==> config.mk <==
export PLATFORM = sky130hd
export DESIGN_NAME = byte_stuffed_frame_receiver
export DESIGN_NICKNAME = d
export VERILOG_FILES = /design/src/sv/bsfr_pkg.sv /design/src/sv/byte_stuffed_frame_receiver.sv /design/src/sv/bsfr_store.sv
export VERILOG_INCLUDE_DIRS = /design/src /design/src/sv
export SDC_FILE = /design/constraint.sdc
export NUM_CORES = 1
export LEC_CHECK = 0
export BUFFER_PORTS_ARGS = -buffer_cell sky130_fd_sc_hd__buf_2
export CORE_MARGIN = 4
export CORE_UTILIZATION = 23
export CTS_BUF_LIST = sky130_fd_sc_hd__clkbuf_8
export DETAILED_ROUTE_END_ITERATION = 10
export REMOVE_ABC_BUFFERS = 1
export SYNTH_ARGS = -nofsm -noshare
export SYNTH_HDL_FRONTEND = slang
export SYNTH_HIERARCHICAL = 1
export SYNTH_SLANG_ARGS = --single-unit
==> constraint.sdc <==
create_clock -name clk -period 2.8 [get_ports clk]
set_input_delay 0.28 -clock clk [delete_from_list [all_inputs] [get_ports clk]]
set_output_delay 0.28 -clock clk [all_outputs]
set_load 0.1 [all_outputs]
==> src/sv/byte_stuffed_frame_receiver_defines.svh <==
// Assertion macros for the frame receiver top module.
// No dependencies; expects clk and rst in the including scope.
`ifndef BYTE_STUFFED_FRAME_RECEIVER_DEFINES_SVH
`define BYTE_STUFFED_FRAME_RECEIVER_DEFINES_SVH

// same-cycle implication
`define BSFR_ASSERT_NOW(lbl, ante, cons, msg) \
  lbl: assert property (@(posedge clk) disable iff (rst) (ante) |-> (cons)) else $error(msg);

// next-cycle implication
`define BSFR_ASSERT_NEXT(lbl, ante, cons, msg) \
  lbl: assert property (@(posedge clk) disable iff (rst) (ante) |=> (cons)) else $error(msg);

`endif

==> src/sv/bsfr_pkg.sv <==
// Shared constants and types for the byte-stuffed frame receiver.
// No dependencies.
package bsfr_pkg;

  localparam int MAX_FRAME = 64;
  localparam int ADDR_W    = $clog2(MAX_FRAME);
  localparam int LEN_W     = $clog2(MAX_FRAME + 1);
  localparam int BYTE_W    = 8;
  localparam int CNT_W     = 16;
  localparam int CFG_IDX_W = 2;

  localparam logic [CFG_IDX_W-1:0] REG_ESCAPE = 2'd0;
  localparam logic [CFG_IDX_W-1:0] REG_FLAG   = 2'd1;
  localparam logic [CFG_IDX_W-1:0] REG_MASK   = 2'd2;

  localparam logic [BYTE_W-1:0] ESCAPE_RESET = 8'd125;
  localparam logic [BYTE_W-1:0] FLAG_RESET   = 8'd126;
  localparam logic [BYTE_W-1:0] MASK_RESET   = 8'd32;

  typedef enum logic {
    ST_IDLE,
    ST_DRAIN
  } rx_state_t;

endpackage

==> src/sv/byte_stuffed_frame_receiver.sv <==
// Frame receiver top: unstuffing control, registers and frame read-out.
// After the closing flag, the first frame byte passes read issue, buffer data and the output register.
// Throughput: one raw byte per cycle while collecting; read-out gives one byte
// per cycle through the buffer read port while the sink is ready, and input is
// held off until every read of the frame has been issued.
// Reset: synchronous, clears control state and counters, loads config defaults.
module byte_stuffed_frame_receiver import bsfr_pkg::*; (
  input  logic                 clk,
  input  logic                 rst,
  input  logic                 rx_valid,
  output logic                 rx_ready,
  input  logic [BYTE_W-1:0]    rx_byte,
  output logic                 frame_valid,
  input  logic                 frame_ready,
  output logic [BYTE_W-1:0]    frame_byte,
  output logic                 frame_last,
  output logic [CNT_W-1:0]     overflow_total,
  input  logic                 cfg_valid,
  output logic                 cfg_ready,
  input  logic [CFG_IDX_W-1:0] cfg_index,
  input  logic [BYTE_W-1:0]    cfg_data
);

`include "byte_stuffed_frame_receiver_defines.svh"

  rx_state_t         state, state_next;
  logic [BYTE_W-1:0] escape_char, flag_char, mask_char;
  logic              escape_pending;
  logic [LEN_W-1:0]  frame_length;
  logic [CNT_W-1:0]  overflow_count;
  logic [ADDR_W-1:0] rd_idx;
  logic              rd_pend, rd_last;
  logic [CNT_W-1:0]  rd_ovf;
  logic [BYTE_W-1:0] mem_q;

  logic              rx_xfer, is_esc, is_flag, is_data, full;
  logic              mem_we, rd_en, rd_is_last, out_free, start_drain;
  logic [BYTE_W-1:0] data_val;

  assign cfg_ready  = 1'b1;
  assign rx_xfer    = rx_valid && rx_ready;
  assign is_esc     = rx_byte == escape_char;
  assign is_flag    = !is_esc && (rx_byte == flag_char);
  assign is_data    = !is_esc && !is_flag;
  assign full       = frame_length == LEN_W'(MAX_FRAME);
  assign data_val   = escape_pending ? (rx_byte ^ mask_char) : rx_byte;
  assign mem_we     = rx_xfer && is_data && !full;
  assign out_free   = !frame_valid || frame_ready;
  assign rd_is_last = ({1'b0, rd_idx} + LEN_W'(1)) == frame_length;
  assign start_drain = rx_xfer && is_flag && (frame_length != '0);

  always_comb begin
    state_next = state;
    unique case (state)
      ST_IDLE:  if (start_drain) state_next = ST_DRAIN;
      ST_DRAIN: if (rd_en && rd_is_last) state_next = ST_IDLE;
      default:  state_next = ST_IDLE;
    endcase
  end

  always_comb begin
    rx_ready = 1'b0;
    rd_en    = 1'b0;
    unique case (state)
      ST_IDLE:  rx_ready = 1'b1;
      ST_DRAIN: rd_en = !rd_pend || out_free;
      default:  rx_ready = 1'b0;
    endcase
  end

  always_ff @(posedge clk) begin
    if (rst) begin
      state <= ST_IDLE;
    end else begin
      state <= state_next;
    end
  end

  always_ff @(posedge clk) begin
    if (rst) begin
      escape_char <= ESCAPE_RESET;
      flag_char   <= FLAG_RESET;
      mask_char   <= MASK_RESET;
    end else if (cfg_valid && cfg_ready) begin
      unique case (cfg_index)
        REG_ESCAPE: escape_char <= cfg_data;
        REG_FLAG:   flag_char   <= cfg_data;
        REG_MASK:   mask_char   <= cfg_data;
        default:    ;
      endcase
    end
  end

  always_ff @(posedge clk) begin
    if (rst) begin
      escape_pending <= 1'b0;
      frame_length   <= '0;
      overflow_count <= '0;
    end else begin
      if (rx_xfer) begin
        if (is_esc) begin
          escape_pending <= 1'b1;
        end else if (is_data) begin
          escape_pending <= 1'b0;
          if (full) begin
            frame_length <= '0;
            if (overflow_count != '1) overflow_count <= overflow_count + CNT_W'(1);
          end else begin
            frame_length <= frame_length + LEN_W'(1);
          end
        end
      end
      if (rd_en && rd_is_last) begin
        frame_length <= '0;
      end
    end
  end

  // read-out pipeline: read issue -> buffer data -> output register
  always_ff @(posedge clk) begin
    if (rst) begin
      rd_idx      <= '0;
      rd_pend     <= 1'b0;
      frame_valid <= 1'b0;
    end else begin
      if (start_drain) begin
        rd_idx <= '0;
      end else if (rd_en) begin
        rd_idx <= rd_idx + ADDR_W'(1);
      end
      if (rd_en) begin
        rd_pend <= 1'b1;
      end else if (out_free) begin
        rd_pend <= 1'b0;
      end
      if (rd_pend && out_free) begin
        frame_valid <= 1'b1;
      end else if (frame_ready) begin
        frame_valid <= 1'b0;
      end
    end
  end

  // count is captured at read issue; input may reopen before the last beat leaves
  always_ff @(posedge clk) begin
    if (rd_en) begin
      rd_last <= rd_is_last;
      rd_ovf  <= overflow_count;
    end
    if (rd_pend && out_free) begin
      frame_byte     <= mem_q;
      frame_last     <= rd_last;
      overflow_total <= rd_ovf;
    end
  end

  bsfr_store u_store (
    .clk   (clk),
    .we    (mem_we),
    .waddr (frame_length[ADDR_W-1:0]),
    .wdata (data_val),
    .re    (rd_en),
    .raddr (rd_idx),
    .rdata (mem_q)
  );

  `BSFR_ASSERT_NOW(a_no_rw_overlap, mem_we, !rd_en, "buffer write during read-out")
  `BSFR_ASSERT_NOW(a_drain_nonempty, state == ST_DRAIN, frame_length != '0, "read-out of empty frame")
  `BSFR_ASSERT_NEXT(a_ovf_monotonic, 1'b1, overflow_count >= $past(overflow_count), "overflow count fell")
  `BSFR_ASSERT_NOW(a_len_bound, 1'b1, frame_length <= LEN_W'(MAX_FRAME), "frame length beyond capacity")

endmodule

==> src/sv/bsfr_store.sv <==
// Frame buffer: one write port, one read port with registered read data.
// Depends on bsfr_pkg.
module bsfr_store import bsfr_pkg::*; (
  input  logic              clk,
  input  logic              we,
  input  logic [ADDR_W-1:0] waddr,
  input  logic [BYTE_W-1:0] wdata,
  input  logic              re,
  input  logic [ADDR_W-1:0] raddr,
  output logic [BYTE_W-1:0] rdata
);

  logic [BYTE_W-1:0] mem [MAX_FRAME];

  always_ff @(posedge clk) begin
    if (we) begin
      mem[waddr] <= wdata;
    end
  end

  always_ff @(posedge clk) begin
    if (re) begin
      rdata <= mem[raddr];
    end
  end

endmodule

---- After elaboration in Yosys (flattened, before gate mapping) ----
Memories as Yosys holds them, arrays and structs flattened. A register that Yosys moved wholly into a read port is not among the register bits.
Cells that the tools add are included.
word-level totals
  bits in registers ....................... 99
  bits in latches ......................... 0
  RAM bits ................................ 512
  bits in read-only memories .............. 0
  input port bits ......................... 23
  logic and storage cells ................. 74
  memories kept ........................... 1
memories
  name         depth  bits a word  read ports  clocked after memory_dff  wr ports  RTL line          RTL
  u_store.mem  64     8            1           1                         1         bsfr_store.sv:13  logic [BYTE_W-1:0] mem [MAX_FRAME];
operators by class
  add/sub/neg operators ................... 4
  multiply operators ...................... 0
  divide/modulo/power cells ............... 0
  $lt $le $gt $ge ......................... 0
  equal/unequal tests ..................... 7
  shift-type cells ........................ 0
  muxes and demuxes ....................... 15
  bitwise logic cells ..................... 3
  reductions and logical operators ........ 29
operators with widths
  kind                                           number
  adder 16 x 1 -> 16 bit, second input constant  1
  == test 8 bit                                  2
  inequality test 16 bit, second input constant  1
  two-way mux 1 bit                              12
  logical AND 1 bit                              9
  two-way mux 8 bit                              1
  AND reduction 2 bit                            4
  bitwise XOR 8 bit                              1
  adder 6 x 1 -> 7 bit, second input constant    1
  adder 7 x 1 -> 7 bit, second input constant    1
  == test 7 bit                                  1
  == test 7 bit, second input constant           1
  two-way mux 7 bit                              1
  nonzero test 7 bit                             1
  adder 6 x 1 -> 6 bit, second input constant    1
  nonzero test 2 bit                             3
  zero test 1 bit                                5
  AND reduction 5 bit                            1
  OR reduction 2 bit                             2
  AND reduction 3 bit                            1
  == test 2 x 1 -> 1 bit, second input constant  1
  == test 2 bit, second input constant           1
  zero test 2 bit                                1
  logical OR 1 bit                               2
  other kinds (2)                                3

---- Longest topological paths before layout ----
  word-level depth ........................ 9
  gate-level depth with buffers ........... 9

---- Cells and area by module ----
The synthesis kept the hierarchy.
modules (own cells, without submodules)
  module                       times used  cells an instance  area each (sq um)  seq. area each (sq um)
  bsfr_store                   1           940                20246.9            15615.0
  byte_stuffed_frame_receiver  1           409                4430.5             2402.3

---- Worst setup path before layout ----
No wires, ideal clock.
  path type ............................... flip-flop to flip-flop
  start point ............................. reg frame_valid
  end point ............................... reg state
  setup time .............................. 0.144 ns
  arrival ................................. 3.367 ns
  required time ........................... 2.656 ns
  path slack .............................. -0.710 ns
  stages on the path, launching flop included .. 6
  cell sequence ........................... dfxtp_1 nor2b_1 a21oi_1 nand3_1 nor4_2 o21ai_0
between the ends
  longest elaborated chain between the ends .. 7
ends and longest elaborated chain
  element                          RTL line                            RTL
  from (decl)                      byte_stuffed_frame_receiver.sv:13   output logic frame_valid,
  from (signal assigned)           byte_stuffed_frame_receiver.sv:124  frame_valid <= 1'b0;
  from (signal assigned)           byte_stuffed_frame_receiver.sv:137  frame_valid <= 1'b1;
  from (signal assigned)           byte_stuffed_frame_receiver.sv:139  frame_valid <= 1'b0;
  zero test 1 bit                  byte_stuffed_frame_receiver.sv:48   assign out_free = !frame_valid || frame_ready;
  logical OR 1 bit                 byte_stuffed_frame_receiver.sv:48
  logical OR 1 bit                 byte_stuffed_frame_receiver.sv:66   ST_DRAIN: rd_en = !rd_pend || out_free;
  two-way mux 1 bit                byte_stuffed_frame_receiver.sv:64   unique case (state)
  named net rd_en                  byte_stuffed_frame_receiver.sv:37   logic mem_we, rd_en, rd_is_last, out_free, start_drain;
  logical AND 1 bit                byte_stuffed_frame_receiver.sv:56   ST_DRAIN: if (rd_en && rd_is_last) state_next = ST_IDLE;
  two-way mux 1 bit                byte_stuffed_frame_receiver.sv:56
  case mux 1 bit (2 select lines)  byte_stuffed_frame_receiver.sv:54   unique case (state)
  to (signal assigned)             byte_stuffed_frame_receiver.sv:75   state <= state_next;
  to (decl)                        byte_stuffed_frame_receiver.sv:26   rx_state_t state, state_next;
The timed path passes the listed nets, and every way through them passes these cells.
A chain may end at the register's enable or synchronous reset.

==> impl_metrics.prom <==
# TYPE chip_impl_metric gauge
chip_impl_info{name="status",value="finished clean"} 1
chip_impl_metric{name="max_slew_margin",unit="%"} 39.5
chip_impl_metric{name="cell_internal_pwr",unit="mW"} 14.0
chip_impl_metric{name="cts.sink_count",unit=""} 619
chip_impl_metric{name="die_width",unit="um"} 336
chip_impl_metric{name="cts.path.max_buffers",unit=""} 3
chip_impl_metric{name="flow.area_growth_from_synthesis",unit="%"} 19.0
chip_impl_metric{name="synth_warnings",unit=""} 6
chip_impl_metric{name="synth_edf_count",unit=""} 562
chip_impl_info{name="hold_path.class",value="in -> reg"} 1
chip_impl_metric{name="finalWorstPathRequiredPeriod",unit="ps"} 2690
chip_impl_metric{name="worst_pin_slew",unit="ps"} 900
chip_impl_info{name="synth_top_cells_by_area",value="edfxtp_1 (68%), mux4_2 (11%), dfxtp_1 (4.6%), nor2_1 (1.8%), mux2i_1 (1.7%)"} 1
chip_impl_info{name="crit-reg2reg-launch",value="rd_idx[0]"} 1
chip_impl_metric{name="powerDensity",unit="nW/um2"} 607
chip_impl_metric{name="finalClockSkew",unit="ps"} 44.2
chip_impl_metric{name="floorplan.rows",unit=""} 119
chip_impl_info{name="yosys_most_used_dff",value="edfxtp_1"} 1
chip_impl_metric{name="place_ws",unit="ps"} -191
chip_impl_metric{name="power.share.clock",unit="%"} 40.8
chip_impl_info{name="crit_path_top_delay_cell",value="mux4_2"} 1
chip_impl_metric{name="grt_pass1_vias",unit=""} 13700
chip_impl_metric{name="routed_via_count_divided_by_cell_count",unit=""} 4.39
chip_impl_metric{name="mapped_area",unit="um2"} 24700
chip_impl_metric{name="worst_slack",unit="ps"} 110
chip_impl_metric{name="placeableCoreArea",unit="um2"} 106000
chip_impl_info{name="crit_path_end_kind",value="flip-flop"} 1
chip_impl_metric{name="htree_num_levels",unit=""} 3
chip_impl_metric{name="yosys.cell_types.count",unit=""} 66
chip_impl_metric{name="grt_pass1_wl",unit="um"} 87400
chip_impl_metric{name="finalCritPeriodShare",unit="%"} 96.1
chip_impl_metric{name="slew_viol_final",unit=""} 0
chip_impl_metric{name="drc",unit=""} 0
chip_impl_metric{name="clk_latency",unit="ps"} 690
chip_impl_info{name="rsz0062_at_grt",value="no"} 1
chip_impl_metric{name="final_area",unit="um2"} 29400
chip_impl_metric{name="synth-async-reset-ratio",unit="%"} 0
chip_impl_metric{name="comb_power_share",unit="%"} 2.5
chip_impl_metric{name="final_antenna_net_count",unit=""} 0
chip_impl_metric{name="detailed_place.area",unit="um2"} 27200
chip_impl_metric{name="drv_cap",unit=""} 0
chip_impl_metric{name="setup-tns-final",unit="ps"} 0
chip_impl_metric{name="swShare",unit="%"} 21.4
chip_impl_metric{name="synthesis.instances",unit=""} 1349
chip_impl_metric{name="hold_viol_final",unit=""} 0
chip_impl_info{name="clockRootBuffer",value="clkbuf_8"} 1
chip_impl_metric{name="maximum_number_of_pins_on_one_net_before_global_route_repair",unit=""} 65
chip_impl_metric{name="cp_data_arrival_time",unit="ps"} 3120
chip_impl_metric{name="design.die.area",unit="um2"} 113000
chip_impl_metric{name="number_of_iterations_in_the_first_detailed_routing_pass",unit=""} 5
chip_impl_info{name="path_class",value="reg -> reg"} 1
chip_impl_info{name="hold_start",value="cfg_index[0]"} 1
chip_impl_metric{name="cts_made_buffers",unit=""} 98
chip_impl_metric{name="drive_gt1_share",unit="%"} 30.6
chip_impl_metric{name="floorplan.io_pins",unit=""} 51
chip_impl_metric{name="slowest_delay",unit="ps"} 530
chip_impl_metric{name="share_seq_of_total_power",unit="%"} 56.7
chip_impl_metric{name="vdd_ir_drop_max",unit="mV"} 0.343
chip_impl_metric{name="p_leak",unit="nW"} 8.93
chip_impl_metric{name="synth.avg_cell_area",unit="um2"} 18.3
chip_impl_metric{name="grt.total_usage",unit="%"} 10.1
chip_impl_metric{name="via_count",unit=""} 13200
chip_impl_metric{name="detailed_place_hpwl",unit="um"} 37000
chip_impl_info{name="crit_path_start",value="rd_idx[0]"} 1
chip_impl_info{name="cp-start-kind",value="flip-flop"} 1
chip_impl_info{name="busiest_layer",value="met2"} 1
chip_impl_metric{name="hold-worst-slack",unit="ps"} 65.5
chip_impl_metric{name="initial_core_util",unit="%"} 23.3
chip_impl_info{name="synth_top_area_cell",value="edfxtp_1"} 1
chip_impl_metric{name="setup-violations-final",unit=""} 0
chip_impl_metric{name="detail_route.wirelength",unit="um"} 57900
chip_impl_metric{name="design.final.nets",unit=""} 1564
chip_impl_metric{name="met1_global_route_usage",unit="%"} 13.5
chip_impl_metric{name="synth_top_area_share",unit="%"} 68.4
chip_impl_metric{name="worst-endpoint-required",unit="ps"} 3230
chip_impl_info{name="cp_cell_instances",value="buf_12 -> mux4_2 -> mux2_2 -> o221a_2 -> nor3_1 -> o32ai_1"} 1
chip_impl_metric{name="grt_antenna_before_repair",unit=""} 7
chip_impl_metric{name="synth.ff_latch_count",unit=""} 619
chip_impl_metric{name="clkTransAtPathRegs",unit="ps"} 60
chip_impl_metric{name="grt_overflow",unit=""} 0
chip_impl_metric{name="cts.repair_timing.setup_buffer_count",unit=""} 0
chip_impl_metric{name="sequential_to_total_area_share_from_yosys_stat",unit="%"} 73.0
chip_impl_metric{name="grtUsageMet2",unit="%"} 16.3
chip_impl_metric{name="detailedRoute.firstIterationViolations",unit=""} 1078
chip_impl_info{name="cts_tree",value="yes"} 1
chip_impl_metric{name="place_congestion",unit=""} 0.795
chip_impl_metric{name="crit_path_max_fanout",unit=""} 24
chip_impl_metric{name="fmax",unit="GHz"} 0.372
chip_impl_metric{name="die_height",unit="um"} 336
chip_impl_metric{name="globalRouteMet3Util",unit="%"} 2.61
chip_impl_metric{name="net-switching-power",unit="mW"} 3.81
chip_impl_metric{name="final_util",unit="%"} 27.7
chip_impl_metric{name="drt-wirelength-per-cell",unit="um"} 19.2
chip_impl_metric{name="i_o_buffers",unit=""} 49
Yosys cell counts, types with 7 or more instances:
| cell | count |
|---|---|
| o221ai_1 | 8 |
| nand4_1 | 7 |
| nor4_1 | 11 |
| clkbuf_1 | 29 |
| nand3_1 | 31 |
| nor2_1 | 120 |
| nand2b_1 | 7 |
| edfxtp_1 | 562 |
| a211oi_1 | 10 |
| mux2i_1 | 42 |
| buf_1 | 7 |
| mux2_1 | 11 |
| o21ai_0 | 7 |
| a21oi_1 | 10 |
| o31ai_1 | 7 |
| xor2_1 | 15 |
| buf_4 | 14 |
| nand2_1 | 64 |
| o22ai_1 | 8 |
| buf_2 | 14 |
| mux2_2 | 14 |
| nor2b_1 | 30 |
| nor3_1 | 9 |
| mux4_2 | 126 |
| or4_1 | 8 |
| xnor2_1 | 20 |
| dfxtp_1 | 57 |
metrics by stage:
stage               total power, mW  instances
finish                         17.8       3014
global route                   18.6       3010
CTS                            18.1       3008
detailed placement             10.7       2816
global placement               10.7       2816
floorplan                      10.5       1279
per-layer routing:
metal | share of wire (%) | up-vias
met5 | 0.012 | -
met4 | 2.3 | 2
met3 | 7.0 | 96
met2 | 48 | 450
met1 | 43 | 6881
li1 | - | 5814
power by group through the flow:
stage	sequential, mW	combinational, mW	clock [mW]
floorplan	10.3	0.200	0
global placement	10.3	0.412	0
detailed placement	10.3	0.424	0
CTS	10.1	0.443	7.50
global route	10.1	0.477	7.97
finish	10.1	0.441	7.28
worst max-delay path: cells and delay by family (launching register included):
| family | cells | cell delay, ps |
|---|---|---|
| compound gates | 2 | 430 |
| buf+inv | 1 | 250 |
| flops | 1 | 500 |
| mux | 2 | 830 |
| simple gates | 1 | 380 |
final timing paths:
check / endpoint / slack (ps) / depth (start not counted)
max: u_store/rdata[6] / 110 / 6
min: escape_char[6] / 70 / 4
max reg2reg: u_store/rdata[6] / 110 / 6
min reg2reg: overflow_total[3] / 420 / 0
registers in the layout, summed over array words and instances (netlist names):
signal / cells
escape_char: 8
overflow_total: 16
state: 1
u_store/rdata: 8
frame_length: 7
frame_byte: 8
flag_char: 8
rd_idx: 6
u_store/mem: 512
frame_valid: 1
overflow_count: 16
rd_last: 1
mask_char: 8
rd_pend: 1
escape_pending: 1
rd_ovf: 16
frame_last: 1
cell families after synthesis:
| group | count (synthesis) | share of synthesized area, % |
|---|---|---|
| adders and majority gates | 4 | 0.203 |
| other | 1 | 0.0152 |
| and+or+nand+nor | 323 | 6.54 |
| muxes | 193 | 14.3 |
| buffers and inverters | 77 | 1.71 |
| xor gates and xnor gates | 35 | 1.24 |
| DFF | 619 | 73.0 |
| AOI/OAI and AO/OA | 97 | 2.94 |
final cells by class:
| type | count | area [um2] |
|---|---|---|
| fill | 10500 | 76500 |
| sequential | 619 | 18000 |
| multi-input combinational | 653 | 6480 |
| tap | 1391 | 1740 |
| clock buffer | 103 | 1420 |
| timing repair buffer | 158 | 1190 |
| clock inverter | 77 | 449 |
| inverter | 7 | 26.3 |
| antenna | 6 | 15.0 |
repair_timing:
| item | CTS | global route |
|---|---|---|
| endpoints found under the hold margin | 26 | 0 |
| setup endpoints to repair | 304 | 230 |
| resized for setup | 35 | 21 |
| hold buffers | 12 | 0 |
| pin swaps | 0 | 0 |
layout by cell type (no fill, tap or decap), drive strengths merged, types with 31 or more instances in the layout:
| cell | netlist | routed |
|---|---|---|
| nor2 | 120 | 120 |
| nand3 | 31 | 31 |
| clkinv | 1 | 38 |
| clkbuf | 29 | 103 |
| edfxtp | 562 | 562 |
| dfxtp | 57 | 57 |
| inv | 6 | 37 |
| nand2 | 64 | 64 |
| mux4 | 126 | 126 |
| buf | 41 | 146 |
| mux2i | 42 | 42 |
Power figures use the tool's default switching activity.
